**src/design/dbwc_pkg.sv**
```systemverilog
`default_nettype none
// ----------------------------------------------------------------------------
// dbwc_pkg: shared types and constants of the dust blob window classifier
// Register indexes, configuration and result words, accumulator word and
// the extent clamp used by the window counters and the sequencer.
// ----------------------------------------------------------------------------
package dbwc_pkg;

    localparam int CFG_IDX_W  = 3;
    localparam int CFG_DATA_W = 16;

    localparam int MUL_A_W = 32;
    localparam int MUL_B_W = 24;
    localparam int PROD_W  = MUL_A_W + MUL_B_W;

    typedef enum logic [CFG_IDX_W-1:0] {
        REG_BAND_LOW   = 3'd0,
        REG_BAND_HIGH  = 3'd1,
        REG_MAX_DOTS   = 3'd2,
        REG_MAX_EXTENT = 3'd3,
        REG_MAX_SPREAD = 3'd4
    } cfg_idx_t;

    typedef struct packed {
        logic [7:0]  band_low;
        logic [7:0]  band_high;
        logic [15:0] max_dots;
        logic [6:0]  max_extent;
        logic [11:0] max_spread;
    } cfg_t;

    typedef struct packed {
        logic [15:0] dots;
        logic [23:0] sum;
        logic [31:0] sqsum;
        logic [7:0]  min_col;
        logic [7:0]  max_col;
        logic [7:0]  min_row;
        logic [7:0]  max_row;
    } acc_t;

    typedef struct packed {
        logic        is_dust;
        logic [15:0] dot_count;
        logic [7:0]  extent;
        logic        too_long;
        logic        too_many;
        logic        too_spread;
    } res_t;

    function automatic logic [6:0] eff_extent(input logic [6:0] m, input logic [6:0] lim);
        logic [6:0] e;
        e = m;
        if (e == 7'd0)
        begin
            e = 7'd1;
        end
        if (e > lim)
        begin
            e = lim;
        end
        return e;
    endfunction

endpackage
`default_nettype wire

```
**src/design/dbwc_mul.sv**
```systemverilog
`default_nettype none
// ----------------------------------------------------------------------------
// dbwc_mul: shared multiplier
// One unsigned multiply per cycle with a registered product, loaded on enable.
// ----------------------------------------------------------------------------
module dbwc_mul (
    input  wire logic                         clk,
    input  wire logic                         en,
    input  wire logic [dbwc_pkg::MUL_A_W-1:0] a,
    input  wire logic [dbwc_pkg::MUL_B_W-1:0] b,
    output logic      [dbwc_pkg::PROD_W-1:0]  prod
);

    logic [dbwc_pkg::PROD_W-1:0] prod_reg;

    always_ff @(posedge clk)
    begin
        if (en)
        begin
            prod_reg <= {{dbwc_pkg::MUL_B_W{1'b0}}, a} * {{dbwc_pkg::MUL_A_W{1'b0}}, b};
        end
    end

    assign prod = prod_reg;

endmodule
`default_nettype wire

```
**src/design/dbwc_accum.sv**
```systemverilog
`default_nettype none
// ----------------------------------------------------------------------------
// dbwc_accum: window counters and pixel accumulators
// Tracks raster position, dot count, dot bounding box and background sums.
// ----------------------------------------------------------------------------
module dbwc_accum (
    input  wire logic           clk,
    input  wire logic           rst_n,
    input  wire logic           fire,
    input  wire logic [7:0]     pixel,
    input  wire logic [7:0]     side,
    input  wire dbwc_pkg::cfg_t cfg,
    input  wire logic           clr,
    output logic                last_pixel,
    output dbwc_pkg::acc_t      acc
);

    logic [7:0]     col_reg, col_next;
    logic [7:0]     row_reg, row_next;
    dbwc_pkg::acc_t acc_reg, acc_next;
    logic           is_dot;
    logic           last_col;
    logic [15:0]    sq;

    assign is_dot     = (cfg.band_low <= pixel) && (pixel <= cfg.band_high);
    assign last_col   = ({1'b0, col_reg} + 9'd1) >= {1'b0, side};
    assign last_pixel = last_col && (({1'b0, row_reg} + 9'd1) >= {1'b0, side});
    assign sq         = {8'h00, pixel} * {8'h00, pixel};

    always_comb
    begin
        col_next = col_reg;
        row_next = row_reg;
        acc_next = acc_reg;
        if (clr)
        begin
            col_next         = 8'd0;
            row_next         = 8'd0;
            acc_next.dots    = 16'd0;
            acc_next.sum     = 24'd0;
            acc_next.sqsum   = 32'd0;
            acc_next.min_col = 8'hFF;
            acc_next.max_col = 8'd0;
            acc_next.min_row = 8'hFF;
            acc_next.max_row = 8'd0;
        end
        else if (fire)
        begin
            if (is_dot)
            begin
                if (col_reg < acc_reg.min_col)
                begin
                    acc_next.min_col = col_reg;
                end
                if (col_reg > acc_reg.max_col)
                begin
                    acc_next.max_col = col_reg;
                end
                if (row_reg < acc_reg.min_row)
                begin
                    acc_next.min_row = row_reg;
                end
                if (row_reg > acc_reg.max_row)
                begin
                    acc_next.max_row = row_reg;
                end
                acc_next.dots = acc_reg.dots + 16'd1;
            end
            else
            begin
                acc_next.sum   = acc_reg.sum + {16'h0000, pixel};
                acc_next.sqsum = acc_reg.sqsum + {16'h0000, sq};
            end
            if (!last_col)
            begin
                col_next = col_reg + 8'd1;
            end
            else
            begin
                col_next = 8'd0;
                if (!last_pixel)
                begin
                    row_next = row_reg + 8'd1;
                end
            end
        end
    end

    always_ff @(posedge clk or negedge rst_n)
    begin
        if (!rst_n)
        begin
            col_reg         <= 8'd0;
            row_reg         <= 8'd0;
            acc_reg.dots    <= 16'd0;
            acc_reg.sum     <= 24'd0;
            acc_reg.sqsum   <= 32'd0;
            acc_reg.min_col <= 8'hFF;
            acc_reg.max_col <= 8'd0;
            acc_reg.min_row <= 8'hFF;
            acc_reg.max_row <= 8'd0;
        end
        else
        begin
            col_reg <= col_next;
            row_reg <= row_next;
            acc_reg <= acc_next;
        end
    end

    assign acc = acc_reg;

endmodule
`default_nettype wire

```
**src/design/dbwc_seq.sv**
```systemverilog
`default_nettype none
// ----------------------------------------------------------------------------
// dbwc_seq: end-of-window sequencer
// Runs the spread test through the shared multiplier, forms the verdict and
// holds the result word until the receiver takes it.
// ----------------------------------------------------------------------------
module dbwc_seq (
    input  wire logic           clk,
    input  wire logic           rst_n,
    input  wire logic           start,
    input  wire dbwc_pkg::acc_t acc,
    input  wire dbwc_pkg::cfg_t cfg,
    input  wire logic [6:0]     ext_lim,
    input  wire logic [7:0]     side,
    input  wire logic           out_ready,
    output logic                busy,
    output logic                clr,
    output logic                out_valid,
    output dbwc_pkg::res_t      res
);

    typedef enum logic [8:0] {
        S_IDLE = 9'b000000001,
        S_TOT  = 9'b000000010,
        S_N    = 9'b000000100,
        S_NQ   = 9'b000001000,
        S_NN   = 9'b000010000,
        S_MS   = 9'b000100000,
        S_LIM  = 9'b001000000,
        S_CMP  = 9'b010000000,
        S_DONE = 9'b100000000
    } state_t;

    state_t                       state_reg, state_next;
    logic                         mul_en;
    logic [dbwc_pkg::MUL_A_W-1:0] mul_a;
    logic [dbwc_pkg::MUL_B_W-1:0] mul_b;
    logic [dbwc_pkg::PROD_W-1:0]  prod;
    logic [15:0]                  n_reg;
    logic [47:0]                  s2_reg;
    logic [47:0]                  nq_reg;
    logic [31:0]                  nn_reg;
    logic [47:0]                  var_reg;
    logic                         spread_reg;
    logic                         out_valid_reg, out_valid_next;
    dbwc_pkg::res_t               res_reg, res_next;
    logic [15:0]                  total;
    logic [7:0]                   dc, dr, ext;
    logic                         load;

    dbwc_mul u_mul (
        .clk  (clk),
        .en   (mul_en),
        .a    (mul_a),
        .b    (mul_b),
        .prod (prod)
    );

    assign total = prod[15:0];
    assign dc    = (acc.max_col >= acc.min_col) ? acc.max_col - acc.min_col : 8'd0;
    assign dr    = (acc.max_row >= acc.min_row) ? acc.max_row - acc.min_row : 8'd0;
    assign ext   = (acc.dots == 16'd0) ? 8'd0 : ((dc > dr) ? dc : dr);
    assign load  = (state_reg == S_DONE) && (!out_valid_reg || out_ready);

    always_comb
    begin
        state_next = state_reg;
        mul_en     = 1'b0;
        mul_a      = '0;
        mul_b      = '0;
        unique case (state_reg)
            S_IDLE:
            begin
                if (start)
                begin
                    state_next = S_TOT;
                end
            end
            S_TOT:
            begin
                mul_en     = 1'b1;
                mul_a      = {24'h0, side};
                mul_b      = {16'h0, side};
                state_next = S_N;
            end
            S_N:
            begin
                mul_en     = 1'b1;
                mul_a      = {8'h00, acc.sum};
                mul_b      = acc.sum;
                state_next = S_NQ;
            end
            S_NQ:
            begin
                mul_en     = 1'b1;
                mul_a      = acc.sqsum;
                mul_b      = {8'h00, n_reg};
                state_next = S_NN;
            end
            S_NN:
            begin
                mul_en     = 1'b1;
                mul_a      = {16'h0000, n_reg};
                mul_b      = {8'h00, n_reg};
                state_next = S_MS;
            end
            S_MS:
            begin
                mul_en     = 1'b1;
                mul_a      = {20'h0, cfg.max_spread};
                mul_b      = {12'h0, cfg.max_spread};
                state_next = S_LIM;
            end
            S_LIM:
            begin
                mul_en     = 1'b1;
                mul_a      = nn_reg;
                mul_b      = prod[23:0];
                state_next = S_CMP;
            end
            S_CMP:
            begin
                state_next = S_DONE;
            end
            S_DONE:
            begin
                if (load)
                begin
                    state_next = S_IDLE;
                end
            end
            default:
            begin
                state_next = S_IDLE;
            end
        endcase
    end

    always_ff @(posedge clk)
    begin
        if (state_reg == S_N)
        begin
            n_reg <= (total > acc.dots) ? total - acc.dots : 16'd0;
        end
        if (state_reg == S_NQ)
        begin
            s2_reg <= prod[47:0];
        end
        if (state_reg == S_NN)
        begin
            nq_reg <= prod[47:0];
        end
        if (state_reg == S_MS)
        begin
            nn_reg <= prod[31:0];
        end
        if (state_reg == S_LIM)
        begin
            var_reg <= (nq_reg > s2_reg) ? nq_reg - s2_reg : 48'd0;
        end
        if (state_reg == S_CMP)
        begin
            spread_reg <= (n_reg != 16'd0) && ({var_reg, 8'h00} > prod);
        end
    end

    always_comb
    begin
        res_next            = res_reg;
        res_next.too_long   = ext > {1'b0, ext_lim};
        res_next.too_many   = acc.dots > cfg.max_dots;
        res_next.too_spread = spread_reg;
        res_next.dot_count  = acc.dots;
        res_next.extent     = ext;
        res_next.is_dust    = !res_next.too_long && !res_next.too_many && !spread_reg;
        if (!load)
        begin
            res_next = res_reg;
        end
    end

    always_comb
    begin
        priority if (load)
        begin
            out_valid_next = 1'b1;
        end
        else if (out_ready)
        begin
            out_valid_next = 1'b0;
        end
        else
        begin
            out_valid_next = out_valid_reg;
        end
    end

    always_ff @(posedge clk or negedge rst_n)
    begin
        if (!rst_n)
        begin
            state_reg     <= S_IDLE;
            out_valid_reg <= 1'b0;
        end
        else
        begin
            state_reg     <= state_next;
            out_valid_reg <= out_valid_next;
        end
    end

    always_ff @(posedge clk)
    begin
        res_reg <= res_next;
    end

    assign busy      = (state_reg != S_IDLE);
    assign clr       = load;
    assign out_valid = out_valid_reg;
    assign res       = res_reg;

endmodule
`default_nettype wire

```
**src/design/dust_blob_window_classifier.sv**
```systemverilog
`default_nettype none
// ----------------------------------------------------------------------------
// dust_blob_window_classifier: dust verdict over a square pixel window
// Counts in-band dots, tracks their bounding box and tests the background
// spread of each window of pixels given in raster order.
// ----------------------------------------------------------------------------
// Usage:
//   pixel channel  : one 8-bit pixel per word, valid/ready. A side of the
//                    window is W = 3 * E, E = max_extent clamped to
//                    1..MAX_EXTENT_LIMIT.
//   result channel : one word per window, valid/ready, held in an output
//                    register until taken.
//   cfg channel    : cfg_index/cfg_data writes, always ready; an index past
//                    the register list is dropped.
//   Throughput     : one pixel per cycle inside a window. The last pixel of
//                    a window starts a pass through the shared multiplier,
//                    during which pixel_ready is low.
//   Sequence       : S_TOT, S_N, S_NQ, S_NN, S_MS, S_LIM and S_CMP, then
//                    S_DONE loads the result register and raises result_valid.
//   Stall          : the next window is taken while a result waits; at that
//                    window's end the sequencer holds until the output
//                    register is free.
//   Reset          : clears counters, accumulators, configuration and
//                    sequencer state to their defaults; no clearing pass.
// ----------------------------------------------------------------------------
module dust_blob_window_classifier #(
    parameter int MAX_EXTENT_LIMIT = 64
) (
    input  wire logic                               clk,
    input  wire logic                               rst_n,
    input  wire logic                               pixel_valid,
    output logic                                    pixel_ready,
    input  wire logic [7:0]                         pixel,
    output logic                                    result_valid,
    input  wire logic                               result_ready,
    output logic                                    is_dust,
    output logic [15:0]                             dot_count,
    output logic [7:0]                              extent,
    output logic                                    too_long,
    output logic                                    too_many,
    output logic                                    too_spread,
    input  wire logic                               cfg_valid,
    output logic                                    cfg_ready,
    input  wire logic [dbwc_pkg::CFG_IDX_W-1:0]     cfg_index,
    input  wire logic [dbwc_pkg::CFG_DATA_W-1:0]    cfg_data
);

    localparam logic [6:0] EXT_LIMIT = 7'(MAX_EXTENT_LIMIT);

    dbwc_pkg::cfg_t cfg_reg, cfg_next;
    dbwc_pkg::acc_t acc;
    dbwc_pkg::res_t res;
    logic [6:0]     ext_lim;
    logic [7:0]     side;
    logic           fire;
    logic           last_pixel;
    logic           busy;
    logic           clr;

    assign cfg_ready = 1'b1;

    always_comb
    begin
        cfg_next = cfg_reg;
        if (cfg_valid)
        begin
            unique case (cfg_index)
                dbwc_pkg::REG_BAND_LOW:   cfg_next.band_low   = cfg_data[7:0];
                dbwc_pkg::REG_BAND_HIGH:  cfg_next.band_high  = cfg_data[7:0];
                dbwc_pkg::REG_MAX_DOTS:   cfg_next.max_dots   = cfg_data;
                dbwc_pkg::REG_MAX_EXTENT: cfg_next.max_extent = cfg_data[6:0];
                dbwc_pkg::REG_MAX_SPREAD: cfg_next.max_spread = cfg_data[11:0];
                default:                  cfg_next            = cfg_reg;
            endcase
        end
    end

    always_ff @(posedge clk or negedge rst_n)
    begin
        if (!rst_n)
        begin
            cfg_reg.band_low   <= 8'd0;
            cfg_reg.band_high  <= 8'd255;
            cfg_reg.max_dots   <= 16'd100;
            cfg_reg.max_extent <= 7'd8;
            cfg_reg.max_spread <= 12'd160;
        end
        else
        begin
            cfg_reg <= cfg_next;
        end
    end

    assign ext_lim     = dbwc_pkg::eff_extent(cfg_reg.max_extent, EXT_LIMIT);
    assign side        = {ext_lim, 1'b0} + {1'b0, ext_lim};
    assign pixel_ready = !busy;
    assign fire        = pixel_valid && pixel_ready;

    dbwc_accum u_accum (
        .clk        (clk),
        .rst_n      (rst_n),
        .fire       (fire),
        .pixel      (pixel),
        .side       (side),
        .cfg        (cfg_reg),
        .clr        (clr),
        .last_pixel (last_pixel),
        .acc        (acc)
    );

    dbwc_seq u_seq (
        .clk       (clk),
        .rst_n     (rst_n),
        .start     (fire && last_pixel),
        .acc       (acc),
        .cfg       (cfg_reg),
        .ext_lim   (ext_lim),
        .side      (side),
        .out_ready (result_ready),
        .busy      (busy),
        .clr       (clr),
        .out_valid (result_valid),
        .res       (res)
    );

    assign is_dust    = res.is_dust;
    assign dot_count  = res.dot_count;
    assign extent     = res.extent;
    assign too_long   = res.too_long;
    assign too_many   = res.too_many;
    assign too_spread = res.too_spread;

endmodule
`default_nettype wire

```
**config.mk**
```make
export PLATFORM = sky130hd
export DESIGN_NAME = dust_blob_window_classifier
export DESIGN_NICKNAME = d
export VERILOG_FILES = /design/src/design/dbwc_pkg.sv /design/src/design/dbwc_mul.sv /design/src/design/dbwc_accum.sv /design/src/design/dbwc_seq.sv /design/src/design/dust_blob_window_classifier.sv
export SDC_FILE = /design/constraint.sdc
export NUM_CORES = 2
export LEC_CHECK = 0
export BUFFER_PORTS_ARGS = -buffer_cell sky130_fd_sc_hd__buf_4
export CAP_MARGIN = 20
export CORE_ASPECT_RATIO = 0.75
export CORE_UTILIZATION = 35
export CTS_CLUSTER_DIAMETER = 30
export CTS_CLUSTER_SIZE = 16
export DETAILED_ROUTE_END_ITERATION = 16
export GPL_TIMING_DRIVEN = 1
export SYNTH_ARGS = -nofsm -noshare
export SYNTH_HDL_FRONTEND = slang
export SYNTH_SLANG_ARGS = --single-unit
export TNS_END_PERCENT = 1
```
**constraint.sdc**
```tcl
create_clock -name clk -period 28.5 [get_ports clk]
set_input_delay 5.7 -clock clk [delete_from_list [all_inputs] [get_ports clk]]
set_output_delay 5.7 -clock clk [all_outputs]
set_load 0.005 [all_outputs]
```
==> results.md <==
- CTS root buffer: clkbuf_16
- Drt pass-1 iters: 6
- Clock skew: 22.6 ps
- Crit end category: register
- Net switching power of the design: 1070 uW
- Number of vias per cell: 5.24
- Comb power frac: 33.4%
- Vias in the first global route: 40,200
- Sw Ratio: 35.2%
- Synth Area in Compound Gates: 10.1%
- Critical Path AT: 11,890 ps
- Met2 GRT Util: 29.2%
- Largest net degree at the start of global routing: 100
- Max-cap viol count: 0
- I/O pin cnt: 63
- Crit. Startpoint: cfg_reg[14]
- Die Area: 150,000 um^2
- Worst r2r src: cfg_reg[14]
- Residual DRC count: 0
- Setup bufs post-CTS: 0
- Clk pwr share: 38.0%
- Crit path max fanout: 18
- Adder-cell share of the synthesized area: 38.2%
- Row Count: 121
- Fin Setup TNS: 0 ps
- Yosys top cell by area: fa_1
- Cell Area, Synth: 51,900 um^2
- Synthesized flop and latch total: 458
- Max reg flops: 104
- Max frequency: 0.0870 GHz
- Routed WL: 157,000 um
- Synth Area in Simple Gates: 13.8%
- CTS max path bufs: 3
- Internal Power: 1970 uW
- Cell variety after synth: 92
- Hold bufs inserted after CTS: 0
- Worst path required time: 28,890 ps
- Worst hold path class: register to register
- Starting Density: 35.5%
- CP Class: register to register
- Final Max Tran Viols: 0
- Worst Tran Pin Value: 1260 ps
- Syn nets: 6,647
- Port bufs: 61
- WL/cell: 20.9 um
- Antenna diode count: 0
- Yosys warns: 0
- Worst hold margin: 482 ps
- Antenna violations before repair: 3
- P_leak: 0.0269 uW
- Final period util: 40.3%
- Slowest stage cell, crit path: o31ai_1
- Via Count: 39,500
- Dpl hpwl: 121,000 um
- Reg power frac: 28.6%
- Slowest Stage Delay on Critical Path: 880 ps
- Avg Inst Size Synth: 9.52 um^2
- Cells after synthesis: 5,452
- Die height: 335 um
- Grt met3 use: 6.52%
- Cell mode on critical path: fa_1
- Max rail drop VDD: 0.0622 mV
- GRT Resource Usage Total: 21.3%
- Num CTS Buffers: 95
- Skew-Pair Late Insertion Delay: 650 ps
- Sequential fraction of the synthesis area: 24.8%
- Top FF cell, synth: edfxtp_1
- Initial drt markers: 3,677
- CTS tree: done
- Power per cell area: 52.3 nW/um^2
- Post-cts sizing count: 0
- Aggregate global routing overflow: 0
- Power, Total: 3040 uW
- First-pass GRT wire length: 245,000 um
- P&R area growth vs syn: 12.1%
- Number of flops mapped to enable cells by yosys: 277
- Largest family of logic cells by synthesized area: adder cells
- Ranking of synthesized cells by area: fa_1 27%, edfxtp_1 16%, ha_1 11%
- Relative slew slack: 16.3%
- Final setup violation count: 0
- GPL Wtd Cong: 0.976
- Post-DRT Antenna Nets: 0
- Core box area: 146,000 um^2
- Clock-pin slew on the worst setup and hold paths: 50 ps
- Min-Delay Startpoint: u_seq.u_mul.prod[37]
- RSZ-0062 raised after global routing: false
- Synth Area in XOR/XNOR: 3.09%
- Layout Nets: 6,687
- Share of Yosys cell area claimed by the top area cell type: 27.1%
- CP Launch Type: register
- Layout cell share with drive strength beyond 1: 8.47%
- # H-tree levels: 3
- Final min period: 11,500 ps
- Clock sink total: 458
- Final Hold Fails: 0
- Multiplexer share of the synthesized area: 0.897%
- Most used routing layer: met1
- Async set-reset flop share out of synthesis: 39.5%
- Chip width: 447 um
- Outcome: finished clean
- GR Util met1: 32.6%
-- layout by cell type, fill, tap and decap left out, drive strengths merged, types with 60 or more instances in the layout --
cell,n
inv,992
nand2,744
fa,702
ha,461
nor2,424
edfxtp,277
a21oi,193
o21ai,160
buf,159
dfrtp,150
a21o,115
clkbuf,111
xnor2,109
nand3,80
xor2,74
and2,60
-- cells in the mapped netlist (all sizes together), types with 31 or more instances --
master    n
nand2   744
inv     984
ha      461
and2     60
dfstp    31
o211ai   32
fa      702
buf     117
dfrtp   150
edfxtp  277
nor2b    48
xnor2   109
nand3    80
mux2     36
nand4    50
nand2b   36
clkbuf  101
o21ai   160
nor3     49
a21o    115
xor2     74
nor2    424
a21oi   193
-- final cells by class --
class                   count  area (um^2)
multi-input cells        3791        34500
inverters                 985         3700
repair buffers            161         1260
clock buffers             109         2510
clock inverters            70          861
flip-flops and latches    458        12900
well taps                1968         2460
fillers                 14400        87900
-- worst max-delay path, delay by kind of cell, from the launching register on --
| family | cells | cell delay, ps |
|---|---|---|
| AOI/OAI and AO/OA | 8 | 3760 |
| xor gates and xnor gates | 1 | 150 |
| adders and majority gates | 10 | 4370 |
| buffers and inverters | 6 | 670 |
| DFF | 1 | 440 |
| and+or+nand+nor | 11 | 1820 |
-- metrics by stage --
stage | std cells | area, um^2 | util (%) | setup WS, ps
after floorplan | 5452 | 51900 | - | 18140
after global routing | 7542 | 58200 | 39.8 | 16380
after CTS | 7539 | 58200 | 39.8 | 17240
after global placement | 7358 | 54700 | 37.5 | 17140
final | 7542 | 58200 | 39.8 | 17000
after detailed placement | 7360 | 54800 | 37.5 | 17090
-- final timing paths --
check	cells past startpoint	slack, ps	endpoint
max	36	17000	u_seq.u_mul.prod[48]
min reg2reg	0	480	u_seq.nq_reg[37]
max reg2reg	36	17000	u_seq.u_mul.prod[48]
max in group asynchronous	3	22080	cfg_reg[7]
min in group asynchronous	1	5100	cfg_reg[44]
min	0	480	u_seq.nq_reg[37]
-- logic make-up after synthesis --
family / Yosys count
muxes: 42
buffers and inverters: 1203
other: 1
and+or+nand+nor: 1615
AOI/OAI and AO/OA: 786
xor gates and xnor gates: 183
adders and majority gates: 1164
DFF: 458
-- routing by layer --
layer  vias to the layer above  share of wire (%)
met5                         -                  0
met4                         0                1.8
met3                       201                 12
met2                      1825                 39
met1                     19700                 47
li1                      17700                  -
-- power groups by stage --
stage          sequential [uW]  clock [uW]  combinational [uW]
4_1_cts                    869        1170                1010
3_5_place_dp               880           0                1000
2_1_floorplan              838           0                 759
6_report                   870        1160                1020
3_3_place_gp               880           0                 988
5_1_grt                    877        1200                1160
(Power assumes the default switching activity.)
